File: src/rtl/polar_pose_controller_defines.svh
// Assertion helpers for the RTL.
`ifndef POLAR_POSE_CONTROLLER_DEFINES_SVH
`define POLAR_POSE_CONTROLLER_DEFINES_SVH

// Same-cycle implication, sampled on clk, off during reset.
`define PPC_ASSERT_SAME(label, ante, cons, msg) \
	label: assert property (@(posedge clk) disable iff (!arst_n) (ante) |-> (cons)) \
		else $error(msg);

// Next-cycle implication, sampled on clk, off during reset.
`define PPC_ASSERT_NEXT(label, ante, cons, msg) \
	label: assert property (@(posedge clk) disable iff (!arst_n) (ante) |=> (cons)) \
		else $error(msg);

`endif

File: src/rtl/ppc_pkg.sv
package ppc_pkg;

	localparam int POS_W      = 32;
	localparam int DIFF_W     = POS_W + 1;
	localparam int ANG_W      = 16;
	localparam int DANG_W     = ANG_W + 1;
	localparam int WRAP_W     = 19;
	localparam int GAIN_W     = 16;
	localparam int RATE_W     = 16;
	localparam int LIMIT_W    = 31;
	localparam int VEL_W      = 32;
	localparam int WIDE_W     = 48;
	localparam int ACC_W      = 53;
	localparam int CFG_IDX_W  = 3;
	localparam int CFG_DATA_W = 31;

	localparam int MUL_W  = 34;
	localparam int PROD_W = 2 * MUL_W;

	localparam int CORDIC_STEPS = 16;
	localparam int CORDIC_IW    = $clog2(CORDIC_STEPS);
	localparam int CORDIC_W     = POS_W + 4;
	localparam int ATAN_ENTRIES = 14;
	localparam int ATAN_IW      = 5;

	localparam int SQRT_IN_W  = 2 * POS_W;
	localparam int SQRT_STEPS = POS_W;
	localparam int SQRT_IW    = $clog2(SQRT_STEPS);

	typedef logic signed [DIFF_W-1:0]   diff_t;
	typedef logic signed [ANG_W-1:0]    ang_t;
	typedef logic signed [DANG_W-1:0]   dang_t;
	typedef logic signed [WRAP_W-1:0]   wrap_t;
	typedef logic signed [GAIN_W-1:0]   gain_t;
	typedef logic signed [MUL_W-1:0]    op_t;
	typedef logic signed [PROD_W-1:0]   prod_t;
	typedef logic signed [CORDIC_W-1:0] cw_t;
	typedef logic signed [ACC_W-1:0]    acc_t;
	typedef logic signed [WIDE_W-1:0]   wide_t;
	typedef logic signed [VEL_W-1:0]    vel_t;
	typedef logic [SQRT_IN_W-1:0]       sq_t;
	typedef logic [POS_W-1:0]           dist_t;

	localparam wrap_t ANG_PI      = 19'sd25736;
	localparam wrap_t ANG_TWO_PI  = 19'sd51472;
	localparam ang_t  ANG_HALF_PI = 16'sd12868;
	localparam wrap_t ANG_MAX     = 19'sd32767;
	localparam wrap_t ANG_MIN     = -19'sd32768;
	localparam wide_t VEL_FLOOR   = -48'sd2147483648;

	localparam ang_t ATAN_TABLE [ATAN_ENTRIES] = '{
		16'sd6434, 16'sd3798, 16'sd2007, 16'sd1019, 16'sd511, 16'sd256, 16'sd128,
		16'sd64, 16'sd32, 16'sd16, 16'sd8, 16'sd4, 16'sd2, 16'sd1
	};

	typedef enum logic [3:0] {
		S_IDLE,
		S_SQX,
		S_SQY,
		S_SUM,
		S_ROOT,
		S_ALPHA,
		S_BETA,
		S_PA,
		S_PB,
		S_DA,
		S_DB,
		S_DR,
		S_ACC,
		S_CLAMP
	} state_t;

	typedef enum logic [CFG_IDX_W-1:0] {
		CFG_LIN_GAIN,
		CFG_HEADING_GAIN,
		CFG_FINAL_ANGLE_GAIN,
		CFG_HEADING_DERIV_GAIN,
		CFG_FINAL_DERIV_GAIN,
		CFG_SAMPLE_RATE,
		CFG_MAX_LINEAR,
		CFG_MAX_ANGULAR
	} cfg_idx_t;

	function automatic ang_t atan_entry(input logic [CORDIC_IW-1:0] i);
		logic [ATAN_IW-1:0] j;
		ang_t v;
		j = ATAN_IW'(i);
		v = '0;
		if (j < ATAN_IW'(ATAN_ENTRIES)) begin
			v = ATAN_TABLE[j[3:0]];
		end
		return v;
	endfunction

	// one step down, then one step up; exactly pi stays pi
	function automatic wrap_t wrap_angle(input wrap_t a);
		wrap_t t;
		t = a;
		if (t >= ANG_PI) begin
			t = t - ANG_TWO_PI;
		end
		if (t <= -ANG_PI) begin
			t = t + ANG_TWO_PI;
		end
		return t;
	endfunction

endpackage

File: src/rtl/ppc_mul.sv
module ppc_mul (
	input  logic           clk,
	input  ppc_pkg::op_t   a,
	input  ppc_pkg::op_t   b,
	output ppc_pkg::prod_t product
);

	ppc_pkg::prod_t prod_q;

	always_ff @(posedge clk) begin
		prod_q <= a * b;
	end

	assign product = prod_q;

endmodule

File: config.mk
export PLATFORM = sky130hd
export DESIGN_NAME = ppc_mul
export DESIGN_NICKNAME = d
export VERILOG_FILES = /design/src/rtl/polar_pose_controller_defines.svh /design/src/rtl/ppc_pkg.sv /design/src/rtl/ppc_mul.sv
export SDC_FILE = /design/constraint.sdc
export NUM_CORES = 2
export LEC_CHECK = 0
export BUFFER_PORTS_ARGS = -buffer_cell sky130_fd_sc_hd__buf_2
export CORE_MARGIN = 2
export CORE_UTILIZATION = 25
export CTS_CLUSTER_SIZE = 20
export DETAILED_ROUTE_END_ITERATION = 10
export PLACE_DENSITY_LB_ADDON = 0.15
export REMOVE_ABC_BUFFERS = 1
export SYNTH_ARGS = -nofsm -noshare
export SYNTH_HDL_FRONTEND = slang
export SYNTH_SLANG_ARGS = --single-unit
File: constraint.sdc
create_clock -name clk -period 17.5 [get_ports clk]
set_input_delay 4.375 -clock clk [delete_from_list [all_inputs] [get_ports clk]]
set_output_delay 4.375 -clock clk [all_outputs]
set_load 0.02 [all_outputs]
# Yosys cells after proc, flatten, opt, wreduce, memory -nomap -nowiden
# Index checks and enable logic that the tools add are counted.
# op_classes
multipliers,1
# op_table
op,count
$mul A34 B34 Y68,1
# word_totals
register_bits,68
inputBits,69
out_inout_bits,68
wordCells,2

# Longest topological paths before layout
# logic_depth
depth_word,1
ltp_mapped,31
mapped_depth_nobuf,29

# Worst setup path before layout
# Ideal clock, no wire load.
# synth_timing
path_kind,in2reg
from,input a[33]
to,register prod_q[65] (netlist: product[65])
setup_ps,72
arrival_time_ps,11793
required_time_ps,17428
path_slack_ps,5635
path_stages,24
n_path_buf,2
cell_sequence,clkbuf_1 > nand2_1 > inv_1 > fa_1 > fa_1 > fa_1 > fa_1 > inv_1 > fa_1 > fa_1 > fa_1 > fa_1 > inv_1 > ha_1 > clkdlybuf4s50_2 > nand3_1 > or2_2 > nor2_1 > a221oi_1 > o21ai_0 > a31oi_2 > nor2_2 > o41ai_2 > xnor2_1
# synth_via
elab_chain_len,1
# synth_lines
item,line_no,rtl
from (decl),ppc_mul.sv:3,"input ppc_pkg::op_t a,"
$mul A34 B34 Y68,ppc_mul.sv:11,prod_q <= a * b;
to (signal assigned),ppc_mul.sv:11,
to (decl),ppc_mul.sv:8,ppc_pkg::prod_t prod_q;
# No other way between the ends.

# Worst setup path in the final report
# layout_timing
from,input b[10]
to,register prod_q[67] (netlist: product[67])
# layout_via
elab_chain_len,1
# layout_lines
item,line_no,rtl
from (decl),ppc_mul.sv:4,"input ppc_pkg::op_t b,"
$mul A34 B34 Y68,ppc_mul.sv:11,
# No other way between the ends.

==> flow_metrics.tcl <==
set metrics [dict create \
    cts_buffers 9 \
    overflow 0 \
    drtIter0Drc 1019 \
    rows 152 \
    track_usage_pct 15.7 \
    path_depth 24 \
    cp_top_family "adder cells" \
    io_buffer_count 136 \
    numClockSinks 68 \
    synth-xor-area-share_pct 1.61 \
    fin_tns_setup_ns 0 \
    critPathMaxFanout 34 \
    rsz0062_at_grt "false" \
    syn-cell-area_um2 43000 \
    gp_congestion 0.799 \
    die_h_um 419 \
    largest_register_ffs 68 \
    wl_per_cell_um 19.2 \
    die_area_um2 175000 \
    slew_violations 0 \
    synthAdderAreaFrac_pct 63.7 \
    ys_seq_elements 68 \
    n_fill_cell 18500 \
    hold_path_class "in -> reg" \
    cp.arrival_ns 13.14 \
    detail_route.wirelength_mm 131 \
    report.final.setup_viol 0 \
    synth_edf_count 0 \
    multiInputGateArea_um2 36100 \
    cp_common_cell "fa_1" \
    post-route-min-period_ns 12.79 \
    fin_nets 6029 \
    status "completed" \
    slowest_delay_ns 0.99 \
    clkTransAtPathRegs_ns 0.07 \
    cp_data_required_time_ns 17.84 \
    core_area_um2 171000 \
    netlist.area_leader.share_pct 57.7 \
    antenna_left 0 \
    hold_viol 0 \
    area_growth_pct 7.79 \
    cts-htree-levels 3 \
    cp_cell_sequence "buf_2 -> nand2_1 -> fa_1 -> fa_1 -> buf_4 -> inv_1 -> fa_1 -> inv_1 -> fa_1 -> fa_1 -> fa_1 -> fa_1 -> fa_1 -> inv_1 -> ha_1 -> nand3_1 -> or2_2 -> nor2_1 -> a221oi_1 -> o21ai_0 -> a31oi_2 -> o21ai_0 -> a21oi_1 -> xnor2_1" \
    ios 137 \
    cts_resized 0 \
    holdWs_ns 4.56 \
    synth_flop_cell "dfxtp_1" \
    crit_path_end_kind "register" \
    root_buffer "clkbuf_16" \
    final_cell_mix "1,241 x fa_1, 1,231 x inv_1, 621 x and2_1" \
    initial_utilization_pct 25.1 \
    startpoint "b[10]" \
    placedCellCount 6814 \
    synth_area_leaders "fa_1 58%, inv_1 11%, and2_1 9.0%, ha_1 5.9%, nand2_1 4.7%" \
    grt_pass1_vias 33200 \
    synth-compound-area-share_pct 3.35 \
    synth_warnings 0 \
    yosys.area_share.simple_pct 15.4 \
    remaining_drc_errors 0 \
    worstMarginPinSlew_ns 1.02 \
    synth_mux_area_share_pct 0 \
    die_x_um 419 \
    fin_crit_sh_pct 73.1 \
    synthArstFlopShare_pct 0 \
    synth.avg_cell_area_um2 9.45 \
    antenna_found_initial 4 \
    cts_tree "done" \
    fmax_ghz 0.0782 \
    vias 28700 \
    synth_top_family_by_area "adder cells" \
    synth_top_area_cell "fa_1" \
    slowest_stage "fa_1" \
    drive_gt1_share_pct 4.98 \
    postCtsSetupBuffers 0 \
    netlist-cell-type-count 69 \
    final_common_cell "fa_1" \
    syn_inst 4554 \
    regArea_um2 1360 \
    viasPerCell 4.21 \
    dr.pass1.iters 5 \
    crit_path_end "product[67]$_DFF_P_" \
    slew_headroom_pct 31.8 \
    grt_pass1_wl_mm 207 \
    fin_cells 6830 \
    grt_max_degree 35 \
    cts_hold_buf 0 \
    crit_buf_inv 5 \
    clockBufferDepth 2 \
    seq_area_frac_synth_pct 3.16 \
    place_hpwl_mm 107 \
    drv_cap 0 \
    setup.worst_path.start_class "input port" \
    path_class "in -> reg" \
]
[how the worst min path moves through the flow]
stage,start,endpoint,cells past startpoint
after floorplan,b[0],product[0]$_DFF_P_,1
after global placement,product[0]$_DFF_P_,product[0],1
after detailed placement,product[0]$_DFF_P_,product[0],1
after CTS,b[0],product[0]$_DFF_P_,3
after global routing,b[0],product[0]$_DFF_P_,3
final,b[0],product[0]$_DFF_P_,3
[Yosys cell counts, drive strengths merged, types with 23 or more instances]
cell / n
a21o: 37
a21oi: 63
and2: 623
clkbuf: 217
dfxtp: 68
fa: 1241
ha: 204
inv: 1231
nand2: 542
nor2: 56
o21ai: 41
xnor2: 56
xor2: 23
[metal layers]
metal / global-route usage (%) / vias up / part of all wire (%)
met2: 29.0 / 373 / 53
met1: 19.7 / 15600 / 42
met4: 3.83 / 4 / 2.5
li1: - / 12700 / -
met5: 0 / - / 0.021
met3: 1.43 / 100 / 2.3
[metrics by stage]
stage / instance area, um^2 / worst slack (ns) / util (%)
floorplan: 42100 / 6.16 / -
global placement: 46000 / 4.26 / 26.9
detailed placement: 46000 / 4.33 / 26.9
CTS: 46400 / 4.71 / 27.1
global route: 46400 / 4.35 / 27.1
finish: 46400 / 4.71 / 27.1
[logic make-up after synthesis]
| kind of cell | count (synthesis) |
|---|---|
| AO/OA/AOI/OAI | 206 |
| adder cells (fa/ha/maj) | 1445 |
| XOR/XNOR | 79 |
| AND/OR/NAND/NOR | 1296 |
| buffers and inverters | 1460 |
| flip-flops | 68 |
[area by class of cell]
| cell class | instances | share of cell area, % |
|---|---|---|
| clock inverters | 6 | 0.297 |
| multi-input cells | 3026 | 77.9 |
| flip-flops and latches | 68 | 2.94 |
| clock buffers | 9 | 0.486 |
| diodes | 1 | 0.00540 |
| well taps | 2310 | 6.23 |
| inverters | 1232 | 9.97 |
| repair buffers | 178 | 2.15 |
Power is not shown: default switching activity piles up to over one toggle a cycle in this logic, so the estimate is an artifact.
