**config.mk**
```make
export PLATFORM = sky130hd
export DESIGN_NAME = ppc_cordic
export DESIGN_NICKNAME = d
export VERILOG_FILES = /design/src/rtl/polar_pose_controller_defines.svh /design/src/rtl/ppc_pkg.sv /design/src/rtl/ppc_cordic.sv
export SDC_FILE = /design/constraint.sdc
export NUM_CORES = 1
export LEC_CHECK = 0
export ABC_AREA = 1
export BUFFER_PORTS_ARGS = -buffer_cell sky130_fd_sc_hd__clkbuf_2
export CORE_ASPECT_RATIO = 0.8
export CORE_MARGIN = 1
export CORE_UTILIZATION = 45
export DETAILED_ROUTE_END_ITERATION = 10
export MAX_ROUTING_LAYER = met4
export PLACE_DENSITY = 0.69
export SLEW_MARGIN = 0
export SYNTH_ARGS = -nofsm -noshare
export SYNTH_HDL_FRONTEND = slang
export SYNTH_SLANG_ARGS = --single-unit
export TNS_END_PERCENT = 30
```
**constraint.sdc**
```tcl
create_clock -name clk -period 7.6 [get_ports clk]
set_input_delay 0.38 -clock clk [delete_from_list [all_inputs] [get_ports clk]]
set_output_delay 0.38 -clock clk [all_outputs]
set_load 0.02 [all_outputs]
```
**src/rtl/polar_pose_controller_defines.svh**
```systemverilog
// Assertion helpers for the RTL.
`ifndef POLAR_POSE_CONTROLLER_DEFINES_SVH
`define POLAR_POSE_CONTROLLER_DEFINES_SVH

// Same-cycle implication, sampled on clk, off during reset.
`define PPC_ASSERT_SAME(label, ante, cons, msg) \
	label: assert property (@(posedge clk) disable iff (!arst_n) (ante) |-> (cons)) \
		else $error(msg);

// Next-cycle implication, sampled on clk, off during reset.
`define PPC_ASSERT_NEXT(label, ante, cons, msg) \
	label: assert property (@(posedge clk) disable iff (!arst_n) (ante) |=> (cons)) \
		else $error(msg);

`endif

```
**src/rtl/ppc_pkg.sv**
```systemverilog
package ppc_pkg;

	localparam int POS_W      = 32;
	localparam int DIFF_W     = POS_W + 1;
	localparam int ANG_W      = 16;
	localparam int DANG_W     = ANG_W + 1;
	localparam int WRAP_W     = 19;
	localparam int GAIN_W     = 16;
	localparam int RATE_W     = 16;
	localparam int LIMIT_W    = 31;
	localparam int VEL_W      = 32;
	localparam int WIDE_W     = 48;
	localparam int ACC_W      = 53;
	localparam int CFG_IDX_W  = 3;
	localparam int CFG_DATA_W = 31;

	localparam int MUL_W  = 34;
	localparam int PROD_W = 2 * MUL_W;

	localparam int CORDIC_STEPS = 16;
	localparam int CORDIC_IW    = $clog2(CORDIC_STEPS);
	localparam int CORDIC_W     = POS_W + 4;
	localparam int ATAN_ENTRIES = 14;
	localparam int ATAN_IW      = 5;

	localparam int SQRT_IN_W  = 2 * POS_W;
	localparam int SQRT_STEPS = POS_W;
	localparam int SQRT_IW    = $clog2(SQRT_STEPS);

	typedef logic signed [DIFF_W-1:0]   diff_t;
	typedef logic signed [ANG_W-1:0]    ang_t;
	typedef logic signed [DANG_W-1:0]   dang_t;
	typedef logic signed [WRAP_W-1:0]   wrap_t;
	typedef logic signed [GAIN_W-1:0]   gain_t;
	typedef logic signed [MUL_W-1:0]    op_t;
	typedef logic signed [PROD_W-1:0]   prod_t;
	typedef logic signed [CORDIC_W-1:0] cw_t;
	typedef logic signed [ACC_W-1:0]    acc_t;
	typedef logic signed [WIDE_W-1:0]   wide_t;
	typedef logic signed [VEL_W-1:0]    vel_t;
	typedef logic [SQRT_IN_W-1:0]       sq_t;
	typedef logic [POS_W-1:0]           dist_t;

	localparam wrap_t ANG_PI      = 19'sd25736;
	localparam wrap_t ANG_TWO_PI  = 19'sd51472;
	localparam ang_t  ANG_HALF_PI = 16'sd12868;
	localparam wrap_t ANG_MAX     = 19'sd32767;
	localparam wrap_t ANG_MIN     = -19'sd32768;
	localparam wide_t VEL_FLOOR   = -48'sd2147483648;

	localparam ang_t ATAN_TABLE [ATAN_ENTRIES] = '{
		16'sd6434, 16'sd3798, 16'sd2007, 16'sd1019, 16'sd511, 16'sd256, 16'sd128,
		16'sd64, 16'sd32, 16'sd16, 16'sd8, 16'sd4, 16'sd2, 16'sd1
	};

	typedef enum logic [3:0] {
		S_IDLE,
		S_SQX,
		S_SQY,
		S_SUM,
		S_ROOT,
		S_ALPHA,
		S_BETA,
		S_PA,
		S_PB,
		S_DA,
		S_DB,
		S_DR,
		S_ACC,
		S_CLAMP
	} state_t;

	typedef enum logic [CFG_IDX_W-1:0] {
		CFG_LIN_GAIN,
		CFG_HEADING_GAIN,
		CFG_FINAL_ANGLE_GAIN,
		CFG_HEADING_DERIV_GAIN,
		CFG_FINAL_DERIV_GAIN,
		CFG_SAMPLE_RATE,
		CFG_MAX_LINEAR,
		CFG_MAX_ANGULAR
	} cfg_idx_t;

	function automatic ang_t atan_entry(input logic [CORDIC_IW-1:0] i);
		logic [ATAN_IW-1:0] j;
		ang_t v;
		j = ATAN_IW'(i);
		v = '0;
		if (j < ATAN_IW'(ATAN_ENTRIES)) begin
			v = ATAN_TABLE[j[3:0]];
		end
		return v;
	endfunction

	// one step down, then one step up; exactly pi stays pi
	function automatic wrap_t wrap_angle(input wrap_t a);
		wrap_t t;
		t = a;
		if (t >= ANG_PI) begin
			t = t - ANG_TWO_PI;
		end
		if (t <= -ANG_PI) begin
			t = t + ANG_TWO_PI;
		end
		return t;
	endfunction

endpackage

```
**src/rtl/ppc_cordic.sv**
```systemverilog
module ppc_cordic (
	input  logic            clk,
	input  logic            arst_n,
	input  logic            start,
	input  ppc_pkg::diff_t  dx,
	input  ppc_pkg::diff_t  dy,
	output logic            busy,
	output ppc_pkg::ang_t   theta
);

	logic                          busy_q;
	logic [ppc_pkg::CORDIC_IW-1:0] idx_q;
	ppc_pkg::cw_t                  x_q;
	ppc_pkg::cw_t                  y_q;
	ppc_pkg::ang_t                 z_q;
	logic                          zero_q;

	ppc_pkg::cw_t  x0;
	ppc_pkg::cw_t  y0;
	ppc_pkg::ang_t z0;
	ppc_pkg::cw_t  xs;
	ppc_pkg::cw_t  ys;
	ppc_pkg::ang_t step_ang;
	logic          cw;

	// pre-rotate into the right half plane
	always_comb begin
		x0 = ppc_pkg::cw_t'(dx);
		y0 = ppc_pkg::cw_t'(dy);
		z0 = '0;
		if (dx[ppc_pkg::DIFF_W-1]) begin
			if (!dy[ppc_pkg::DIFF_W-1]) begin
				x0 = ppc_pkg::cw_t'(dy);
				y0 = -ppc_pkg::cw_t'(dx);
				z0 = ppc_pkg::ANG_HALF_PI;
			end else begin
				x0 = -ppc_pkg::cw_t'(dy);
				y0 = ppc_pkg::cw_t'(dx);
				z0 = -ppc_pkg::ANG_HALF_PI;
			end
		end
	end

	always_comb begin
		xs       = x_q >>> idx_q;
		ys       = y_q >>> idx_q;
		step_ang = ppc_pkg::atan_entry(idx_q);
		cw       = !y_q[ppc_pkg::CORDIC_W-1] && (y_q != '0);
	end

	always_ff @(posedge clk or negedge arst_n) begin
		if (!arst_n) begin
			busy_q <= 1'b0;
			idx_q  <= '0;
		end else if (start) begin
			busy_q <= 1'b1;
			idx_q  <= '0;
		end else if (busy_q) begin
			if (idx_q == ppc_pkg::CORDIC_IW'(ppc_pkg::CORDIC_STEPS - 1)) begin
				busy_q <= 1'b0;
			end
			idx_q <= idx_q + 1'b1;
		end
	end

	always_ff @(posedge clk) begin
		if (start) begin
			x_q    <= x0;
			y_q    <= y0;
			z_q    <= z0;
			zero_q <= (dx == '0) && (dy == '0);
		end else if (busy_q) begin
			if (cw) begin
				x_q <= x_q + ys;
				y_q <= y_q - xs;
				z_q <= z_q + step_ang;
			end else begin
				x_q <= x_q - ys;
				y_q <= y_q + xs;
				z_q <= z_q - step_ang;
			end
		end
	end

	assign busy  = busy_q;
	assign theta = zero_q ? '0 : z_q;

endmodule

```
* Yosys cells after proc, flatten, opt, wreduce, memory -nomap -nowiden
Memory sizes are Yosys's and may differ from the RTL's. Index checks and enable logic that the tools add are counted.
Word-level totals: bits in registers 94, ROM bits 256, input port bits 69, output and inout bits 17, memories kept 1
Operators by class: add/sub/neg operators 9, order comparisons 2, equality and inequality tests 1, shift operators 2, multiplexer cells 24, bitwise logic cells 1, reduce and logical (&&, ||, !) cells 7
Memories:
- (no name shown) | depth 16, bits a word 16, read ports 1, clocked after memory_dff 0, write ports 0, line ppc_pkg.sv:90 | v = ATAN_TABLE[j[3:0]];
Operators by type and width (number):
- $mux 36 | 10
- $mux 16 | 9
- $add 36x36->36 | 2
- $neg 33->36 | 2
- $sshr 36x4->36 | 2
- $sub 36x36->36 | 2
- $logic_not 33->1 | 2
- $reduce_bool 36->1 | 1
- $add 16x16->16 | 1
- $sub 16x16->16 | 1
- $mux 4 | 2
- $ge 5x5->1 const B | 1
- $not 4->5 | 1
- $add 4x1->4 const B | 1
- $eq 4x4->1 const B | 1
- $lt 4x4->1 const B | 1
- $mux 1 | 3
- $logic_and 1x1->1 | 2
- $reduce_bool 2->1 | 1
- $logic_not 1->1 | 1

* Longest topological paths before layout
Gate-level depths: netlist of run 1.
word-level depth 9, depth in mapped cells 34, depth with buffers taken out 32

* Least setup slack after synthesis of run 1
No wires, ideal clock.
path type reg-to-reg, from register y_q[20], to register x_q[30] (data pin), arrival time 3.696 ns, path slack 3.648 ns, stages on the path, launching flop included 24, path buffers 2, period minus slack after synthesis 3.952 ns, path through edfxtp_1 nor4_1 nand2_1 nor2_1 nand4_1 nand2_1 clkbuf_1 buf_1 o21ai_0 fa_1 nand3_1 nand2_1 inv_1 nor2_1 o21ai_0 nand2_1 a21boi_0 nand2_1 nand2_1 o21ai_0 nand2_1 nand3b_1 nand3_1 nand2_1
Between the ends: cells in the longest elaborated chain, start to end 5
Ends and longest elaborated chain:
- from (decl) | line ppc_cordic.sv:14 | ppc_pkg::cw_t y_q;
- from (signal assigned) | line ppc_cordic.sv:69 | y_q <= y0;
- from (signal assigned) | line ppc_cordic.sv:75 | y_q <= y_q - xs;
- from (signal assigned) | line ppc_cordic.sv:79 | y_q <= y_q + xs;
- $sshr 36x4->36 or $reduce_bool 36->1 (tied branches) | line ppc_cordic.sv:46, ppc_cordic.sv:48
- $sub 36x36->36 (tied with other cells) | line ppc_cordic.sv:78 | x_q <= x_q - ys;
- $mux 36 * | line ppc_cordic.sv:73 | if (cw) begin
- $mux 36 * | line ppc_cordic.sv:72 | end else if (busy_q) begin
- $mux 36 * | line ppc_cordic.sv:67 | if (start) begin
- to (signal assigned) | line ppc_cordic.sv:74 | x_q <= x_q + ys;
- to (signal assigned) | line ppc_cordic.sv:78
- to (decl) | line ppc_cordic.sv:13 | ppc_pkg::cw_t x_q;
Mark *: on every way between the ends. The rest lies on a longest branch, timed or not. The select of a mux whose other input is x is not followed. A chain may end at the register's enable or synchronous reset.

* Worst setup path in the final report of run 1
from register idx_q[2] in the netlist's numbering, to register x_q[32] (data pin)
Between the ends: cells in the longest elaborated chain, start to end 5
Ends and longest elaborated chain:
- from (decl) | line ppc_cordic.sv:12 | logic [ppc_pkg::CORDIC_IW-1:0] idx_q;
- from (signal assigned) | line ppc_cordic.sv:62 | idx_q <= idx_q + 1'b1;
- $sshr 36x4->36 * | line ppc_cordic.sv:46 | ys = y_q >>> idx_q;
- $sub 36x36->36 or $add 36x36->36 (tied branches) | line ppc_cordic.sv:78, ppc_cordic.sv:74
- $mux 36 * | line ppc_cordic.sv:73
- $mux 36 * | line ppc_cordic.sv:72
- $mux 36 * | line ppc_cordic.sv:67
Marks and branches as above.

==> impl_metrics.ini, run 1 <==
[cts]
cts_tree = done
h-tree-depth = 3
cts.clk_slew.worst_paths_ps = 80
cts_sinks = 94
worstSkewPairLatency_ps = 410
root_buffer = clkbuf_16
clock_path_buffers = 2
postCtsSetupRepairBufs = 0
numCtsBuffers = 9

[synth]
ys_seq_area_share_pct = 16.6
dominantRegCellSynth = edfxtp_1
synth_cells = 2853
yosys.cell_types.count = 62
synth_edf_count = 89
synth_nets = 3023
syn_avg_cell_area_um2 = 5.90
async_reset_ff_share_pct = 5.32
yosysWarnings = 0
synth_area_um2 = 16800
ys_ff_latch = 94

[detailed_routing]
vias = 20405
firstDrtPassIters = 6
wl_per_cell_um = 21.4
drt-total-wl_um = 71300
ant_nets = 0
vias_per_cell = 6.11
remaining_drc_errors = 0
drt_iter0_drc = 3041

[timing]
fin_setup_tns_ps = 0
rsz0062_at_grt = false
hold_viol_final = 0
max_freq_ghz = 0.164
relSlewSlack_pct = 28.7
setup_viol = 0
period_minus_slack_ps = 6090
setup_ws_ps = 1510
holdWs_ps = 355
finalCritPeriodShare_pct = 80.2
slew_violations = 0
worst_pin_slew_ps = 1070
fin_worst_skew_ps = 17.6

[grt]
grt_use_total_pct = 38.1
met1_usage_pct = 54.8
grt.overflow.total = 0
grt_pass1_wl_um = 107000
antenna_found_initial = 3
top_usage_layer = met1
grt_pass1_vias = 18158
grt_max_degree = 85
met2_usage_pct = 52.5
use_met3_pct = 8.04

[floorplan]
start_util_pct = 46.2
die_x_um = 218
die_y_um = 175
ios = 86
std_cell_rows = 62
core_area_um2 = 36400
die_area_um2 = 38200

[placed_design]
dpl.hpwl_um = 56900
place_ws_ps = 1700
place.gp.congestion = 1.07
port-buffer-count = 85

[setup_path]
regToRegStartpoint = idx_q[2]$_DFFE_PN0P_
worstSetupEndpointType = flop
rr_endpoint = x_q[32]$_DFFE_PP_
path_class = reg2reg
reg2reg_depth = 23
cp-start-kind = flop
r2r_slack_ps = 1510
path_max_fanout = 52
required_ps = 7730
arrival_ps = 6220

[final_layout]
final_nets = 3024
drive_gt1_share_pct = 7.42
nFillCells = 3911
areaGrowthSynthToFinish_pct = 4.96
final_common_cell = nand2_1
layout_common_cells = nand2_1 (818), nand3_1 (345), nor2_1 (290)
final_util_pct = 48.5

[hold_path]
min_from = dx[0]
hp-class = in2reg
holdPathEnd = y_q[0]$_DFFE_PP_
hold_depth = 3

[run]
cap_violations = 0

[run_status]
status = finished clean
## critical path, cell delays in order, from the launching register on
cell	delay, ps
dfrtp_1	410
buf_4	320
nor2_2	790
nand2_1	480
o211ai_1	400
nor2_2	110
nand2_1	90
nor2_2	60
nor2_1	180
a21oi_1	80
xnor2_1	310
inv_1	90
ha_1	370
a21oi_1	190
inv_1	110
a31oi_1	150
nand2_1	130
a21boi_0	500
o21ai_0	340
nand4_1	170
nand2_1	70
or2_2	270
nand3_1	60
o21ai_0	100
## what timing repair did
item	in CTS	in global routing
hold endpoints to repair	5	0
gates resized for setup	0	0
setup endpoints to repair	0	0
hold buffers	1	0
## synth_stat cells, types with 6 or more instances
cell type  instances  area share [%]
nor4_1            18            0.67
o221ai_1          16            0.83
o21a_1             9            0.40
nand2_1          819              18
o211ai_1          30             1.3
inv_2              7            0.16
a21boi_0           8            0.36
a21oi_2            8            0.42
buf_4             18            0.80
or2_2             14            0.52
buf_6             11            0.74
o21bai_1           6            0.27
inv_1            259             5.8
o21ai_1           17            0.51
o31ai_1            9            0.40
clkbuf_1          44            0.98
buf_1             12            0.27
nand2_2           17            0.63
a31oi_1           29             1.1
o21ai_2           11            0.57
a21oi_1          187             5.6
nor3_1            34             1.0
nor2_1           290             6.5
nor2_2            14            0.52
xor2_1            79             4.1
o21ai_0          194             5.8
nand3_1          345              10
nand4_1           22            0.82
xnor2_1           40             2.1
buf_2             26            0.77
a21o_1            13            0.58
ha_1              98             7.3
edfxtp_1          89              16
## layer usage
layer	up-vias	share of wire (%)
met5	-	0
met4	0	3.2
met3	138	12
met2	1223	40
met1	9431	45
li1	9613	-
## per-stage QoR
stage / cell area [um2] / instances
finish: 17700 / 3340
global route: 17700 / 3340
CTS: 17700 / 3339
detailed placement: 17400 / 3322
global placement: 17400 / 3322
floorplan: 16800 / 2853
## cells by family after synthesis
logic type      share of synthesized area (%)
xor+xnor                                 6.20
buf+inv                                  9.70
fa+ha+maj                                7.65
flops                                    16.6
simple gates                             40.4
compound gates                           19.4
## worst max path at each step
stage,from,end,slack [ps],cells after the start
final,idx_q[2]$_DFFE_PN0P_,x_q[32]$_DFFE_PP_,1510,23
after global routing,idx_q[0]$_DFFE_PN0P_,x_q[32]$_DFFE_PP_,1200,28
after CTS,idx_q[2]$_DFFE_PN0P_,x_q[32]$_DFFE_PP_,1680,23
after detailed placement,idx_q[2]$_DFFE_PN0P_,x_q[32]$_DFFE_PP_,1700,23
after global placement,idx_q[2]$_DFFE_PN0P_,x_q[32]$_DFFE_PP_,1780,23
after floorplan,y_q[20]$_DFFE_PP_,x_q[30]$_DFFE_PP_,3650,23
## sequential cells by signal (all words and copies together) (netlist names)
name	count
zero_q	1
busy	1
x_q	36
y_q	36
z_q	16
idx_q	4
## final cells by class
| type | instances | area, um2 | share of cell area (%) |
|---|---|---|---|
| Clock buffer | 9 | 225 | 1.28 |
| Tap cell | 480 | 601 | 3.40 |
| Sequential cell | 94 | 2800 | 15.9 |
| Antenna cell | 1 | 2.50 | 0.0142 |
| Multi-Input combinational cell | 2377 | 12400 | 70.2 |
| Inverter | 270 | 1020 | 5.78 |
| Timing Repair Buffer | 102 | 556 | 3.15 |
| Clock inverter | 7 | 56.3 | 0.319 |
Power of run 1 is not shown: default switching activity piles up to over one toggle a cycle in this logic, so the estimate is an artifact.
==> run 2: changes to the inputs <==
- ABC_AREA: 1 -> 0
- PLACE_DENSITY: 0.69 -> 0.71
- clock period: 7.6 -> 5.2 ns (I/O delays scaled with it)
==> run 2 against run 1 <==
Effect of this change: the flow now finishes with violations (setup timing); design area increased by 22%; fmax grew 6.4%; via count shrank 12%; clock-buffer cell count unchanged; core utilization up 15 points; register-to-register slack lost 2000 ps; die area shrank 7.0%; worst setup slack lost 2000 ps; area after synthesis fell by 7.1%; hold slack got worse by 130 ps.
==> impl_metrics.ini, run 2 <==
[grt]
grt_use_total_pct = 37.2
grt_max_degree = 107
antenna_found_initial = 1
grt_pass1_wl_um = 97700
grt.overflow.total = 0
grt_pass1_vias = 17018

[final_layout]
drive_gt1_share_pct = 37.1
reg_top3 = x_q (36), y_q (36), z_q (16)
fin_cells = 2882
seqCellArea_um2 = 2810
nFillCells = 2932
multi_input_area_um2 = 13000
final_common_cell = buf_4
layout_common_cells = buf_4 (505), nand2_1 (184), o21ai_0 (133)
final_nets = 2581
areaGrowthSynthToFinish_pct = 37.7

[placed_design]
place.gp.congestion = 1.07
port-buffer-count = 85
dpl.hpwl_um = 50800
dp_cells = 2810

[detailed_routing]
firstDrtPassIters = 7
ant_nets = 0
drt_iter0_drc = 2005
wl_per_cell_um = 22.8
drt-total-wl_um = 65600
vias = 18021
remaining_drc_errors = 0
vias_per_cell = 6.25

[setup_path]
required_ps = 5360
path_class = reg2reg
cp-start-kind = flop
r2r_slack_ps = -530
arrival_ps = 5880
critPathSlowestCell = dfrtp_4
crit_path_max_incr_delay_ps = 540
crit_path_cell_trace = buf_12 > mux4_2 > mux2_4 > a222oi_1 > buf_4 > ha_4 > o211ai_1 > or2_1 > nor4b_4 > buf_4 > a21oi_1 > xor2_1 > ha_1 > or3_4 > o21ai_2 > a21oi_1 > a21oi_2 > and4b_2 > o41ai_4 > o21a_1 > a2111o_1 > nand3_2
path_max_fanout = 4
rr_endpoint = y_q[34]$_DFFE_PP_
worstSetupEndpointType = flop
regToRegStartpoint = idx_q[0]$_DFFE_PN0P_
reg2reg_depth = 22

[floorplan]
die_area_um2 = 35500
start_util_pct = 46.0
die_x_um = 210
std_cell_rows = 60
ios = 86
die_y_um = 169
core_area_um2 = 33900

[timing]
slew_violations = 0
holdWs_ps = 228
period_minus_slack_ps = 5730
setup_viol = 29
finalCritPeriodShare_pct = 110
hold_viol_final = 0
relSlewSlack_pct = 37.4
worst_pin_slew_ps = 937
max_freq_ghz = 0.175
setup_ws_ps = -529
rsz0062_at_grt = true
fin_worst_skew_ps = 16.0

[synth]
post-synth-top-count-cell = nand2_1
synth_area_um2 = 15600
synth_nets = 2069
async_reset_ff_share_pct = 5.32
ys_seq_area_share_pct = 17.9
dominantRegCellSynth = edfxtp_1
yosys.cell_types.count = 86
yosysWarnings = 0
ys_ff_latch = 94
synth.top_cell.area_share_pct = 17.1
synth_area_leaders = edfxtp_1 (17%), ha_1 (7.8%), mux4_2 (7.5%)
synth_cells = 1899
synth_top_cells_by_count = nand2_1 (190), o21ai_0 (178), a21oi_1 (133), nor2_1 (133), xnor2_1 (107)
synth_top_area_cell = edfxtp_1
synth_edf_count = 89
syn_avg_cell_area_um2 = 8.23

[cts]
h-tree-depth = 3
cts.clk_slew.worst_paths_ps = 90
worstSkewPairLatency_ps = 400
cts_sinks = 94
numCtsBuffers = 9
root_buffer = clkbuf_16
cts_tree = done
clock_path_buffers = 2

[hold_path]
hp-class = in2async

[run_status]
status = complete, but fails checks
violations = setup timing

[run]
cap_violations = 0
run 2: changes by cell type after synthesis, sizes merged, moves of 27 or more:
cell	delta
a21oi	-62
buf	-27
clkbuf	+29
inv	-224
mux2	+58
mux2i	+79
mux4	+52
nand2	-646
nand3	-309
nor2	-177
nor2b	+29
o211ai	+28
o21ai	-44
xnor2	+67
run 2: worst max path at each step:
stage | start | endpoint | slack, ps
final | idx_q[0]$_DFFE_PN0P_ | y_q[34]$_DFFE_PP_ | -530
after global placement | idx_q[0]$_DFFE_PN0P_ | x_q[30]$_DFFE_PP_ | -740
after global routing | idx_q[0]$_DFFE_PN0P_ | y_q[34]$_DFFE_PP_ | -660
after detailed placement | idx_q[0]$_DFFE_PN0P_ | x_q[32]$_DFFE_PP_ | -730
after CTS | idx_q[0]$_DFFE_PN0P_ | y_q[34]$_DFFE_PP_ | -360
after floorplan | idx_q[0]$_DFFE_PN0P_ | y_q[31]$_DFFE_PP_ | -340
run 2: worst max-delay path, delay by kind of cell (launching register included):
family	cells	cell delay [ps]
AOI/OAI and AO/OA	9	1670
xor gates and xnor gates	1	330
adders and majority gates	2	470
buffers and inverters	3	530
DFF	1	540
muxes	2	730
and+or+nand+nor	5	1220
run 2: timing repair:
action,CTS,global route
pin swaps,44,67
setup buffers,28,24
setup endpoints to repair,35,45
gates cloned,0,2
hold buffers,1,0
endpoints found under the hold margin,5,0
gates resized for setup,94,108
run 2: kinds of logic after synthesis:
group | count (synthesis) | share of synthesized area (%)
compound gates | 581 | 23.5
simple gates | 570 | 17.8
xor+xnor | 206 | 11.5
mux | 189 | 16.7
buf+inv | 158 | 4.34
fa+ha+maj | 101 | 8.23
flops | 94 | 17.9
run 2: final cells by class:
| class | instances | share of cell area [%] |
|---|---|---|
| multi-input cells | 1647 | 60.4 |
| repair buffers | 615 | 21.5 |
| well taps | 465 | 2.70 |
| clock buffers | 9 | 1.05 |
| flip-flops and latches | 94 | 13.1 |
| diodes | 1 | 0.0116 |
| inverters | 44 | 0.785 |
| clock inverters | 7 | 0.477 |
run 2: stage by stage:
step | setup TNS, ps | cell area (um2) | utilization [%] | worst slack (ps)
5_1_grt | -13180 | 21500 | 63.4 | -658
2_1_floorplan | -2620 | 15800 | - | -344
3_3_place_gp | -8360 | 19900 | 58.6 | -741
6_report | -7990 | 21500 | 63.4 | -529
3_5_place_dp | -9600 | 19900 | 58.6 | -726
4_1_cts | -4430 | 20800 | 61.4 | -363
run 2: metal layers:
metal | routed length, um | track usage [%] | vias to the layer above
met2 | 28300 | 54.1 | 973
met3 | 7830 | 9.41 | 137
li1 | - | - | 8185
met4 | 1780 | 10.7 | 0
met5 | 0 | - | -
met1 | 27800 | 50.7 | 8726
Power of run 2 is left out for the same reason.
==> run 3: changes to the inputs <==
- RECOVER_POWER: unset -> 100
==> run 3 against run 2 <==
Effect of this change: the run still ends with setup timing left; clock skew barely moved; clock-buffer cell count did not move; global-route usage did not move; design area barely moved; worst setup slack barely moved; fmax barely moved; first-iteration DRC count rose by 0.25%; critical endpoint unchanged; highest routed layer unchanged.
==> impl_metrics.ini, run 3 (synthesis results as in run 2) <==
[run_status]
status = complete, but fails checks
violations = setup timing

[floorplan]
die_x_um = 210
die_area_um2 = 35500
std_cell_rows = 60
start_util_pct = 46.0
die_y_um = 169
core_area_um2 = 33900
ios = 86

[placed_design]
dpl.hpwl_um = 50800
place_ws_ps = -726
port-buffer-count = 85
place.gp.congestion = 1.07

[timing]
slew_violations = 0
rsz0062_at_grt = true
period_minus_slack_ps = 5730
max_freq_ghz = 0.175
hold_viol_final = 0
relSlewSlack_pct = 37.1
fin_worst_skew_ps = 16.1
setup_ws_ps = -529
worst_pin_slew_ps = 942
finalCritPeriodShare_pct = 110
setup_viol = 29

[setup_path]
path_buf_inv = 3
path_class = reg2reg
critPathSlowestCell = dfrtp_4
critPathTopFamily = compound AO/OA/AOI/OAI gates
worst-path-stages = 22
reg2reg_depth = 22
cp-start-kind = flop
crit_path_cell_trace = buf_12 > mux4_2 > mux2_4 > a222oi_1 > buf_4 > ha_4 > o211ai_1 > or2_1 > nor4b_4 > buf_4 > a21oi_1 > xor2_1 > ha_1 > or3_4 > o21ai_2 > a21oi_1 > a21oi_2 > and4b_2 > o41ai_4 > o21a_1 > a2111o_1 > nand3_2
required_ps = 5350
worstSetupEndpointType = flop
crit_path_max_incr_delay_ps = 540
arrival_ps = 5880
path_max_fanout = 4

[detailed_routing]
drt-total-wl_um = 65600
ant_nets = 0
firstDrtPassIters = 8
wl_per_cell_um = 22.8
vias = 18010
remaining_drc_errors = 0
vias_per_cell = 6.25
drt_iter0_drc = 2010

[grt]
grt_pass1_wl_um = 97700
grt_pass1_vias = 17018
antenna_found_initial = 1
grt_max_degree = 107
grt.overflow.total = 0
grt_use_total_pct = 37.2

[final_layout]
seqCellArea_um2 = 2810
nFillCells = 2933
multi_input_area_um2 = 13000
areaGrowthSynthToFinish_pct = 37.7
layout_common_cells = buf_4 (505), nand2_1 (184), o21ai_0 (133)
final_nets = 2581
reg_top3 = x_q (36), y_q (36), z_q (16)
drive_gt1_share_pct = 37.0
final_common_cell = buf_4

[cts]
numCtsBuffers = 9
cts.clk_slew.worst_paths_ps = 90
clock_path_buffers = 2
cts_tree = done
worstSkewPairLatency_ps = 400
root_buffer = clkbuf_16
cts_sinks = 94
h-tree-depth = 3

[run]
cap_violations = 0

[hold_path]
hold_depth = 3
hp-class = in2reg
==> run 3: final timing paths <==
path | to | slack (ps) | start
worst max-delay path | y_q[34]$_DFFE_PP_ | -530 | idx_q[0]$_DFFE_PN0P_
worst min-delay path | x_q[10]$_DFFE_PP_ | 260 | dx[10]
worst max register to register | y_q[34]$_DFFE_PP_ | -530 | idx_q[0]$_DFFE_PN0P_
worst min register to register | idx_q[2]$_DFFE_PN0P_ | 750 | busy$_DFF_PN0_
max in group asynchronous | idx_q[1]$_DFFE_PN0P_ | 4560 | arst_n
min in group asynchronous | idx_q[0]$_DFFE_PN0P_ | 300 | arst_n
==> run 3: layout make-up <==
type	instances	share of cell area, %
Multi-Input combinational cell	1647	60.4
Timing Repair Buffer	615	21.5
Sequential cell	94	13.1
Tap cell	465	2.70
Clock buffer	9	1.05
Inverter	44	0.785
Clock inverter	7	0.477
Antenna cell	1	0.0116
==> run 3: worst reg2reg max path, stage by stage (launching register included) <==
cell and delay (ps):
dfrtp_4 540, buf_12 150, mux4_2 440, mux2_4 290, a222oi_1 260, buf_4 190, ha_4 130, o211ai_1 130
or2_1 290, nor4b_4 210, buf_4 190, a21oi_1 80, xor2_1 330, ha_1 340, or3_4 380, o21ai_2 70
a21oi_1 70, a21oi_2 160, and4b_2 280, o41ai_4 460, o21a_1 270, a2111o_1 170, nand3_2 60
==> run 3: per-layer routing <==
| layer | global-route usage, % | share of wire (%) | vias up |
|---|---|---|---|
| met1 | 50.7 | 42 | 8718 |
| met4 | 10.7 | 2.7 | 0 |
| met3 | 9.41 | 12 | 126 |
| met5 | - | 0 | - |
| met2 | 54.1 | 43 | 977 |
| li1 | - | - | 8189 |
==> run 3: timing repair <==
item / 4_1_cts / 5_1_grt
buffers inserted: 28 / 24
resized for setup: 94 / 108
hold buffers: 1 / 0
hold endpoints to repair: 5 / 0
pin swaps: 44 / 67
endpoints found under the setup margin: 35 / 45
gates cloned: 0 / 2
==> run 3: metrics by stage <==
step | instances | TNS [ps] | cell area [um2] | hold slack, ps | utilization, %
after floorplan | 1899 | -2620 | 15800 | -35.6 | -
after global placement | 2810 | -8360 | 19900 | 108 | 58.6
after detailed placement | 2810 | -9600 | 19900 | 112 | 58.6
after CTS | 2855 | -4430 | 20800 | 218 | 61.4
after global routing | 2882 | -13180 | 21500 | 268 | 63.4
final | 2882 | -7960 | 21500 | 261 | 63.4
Power of run 3 is left out for the same reason.
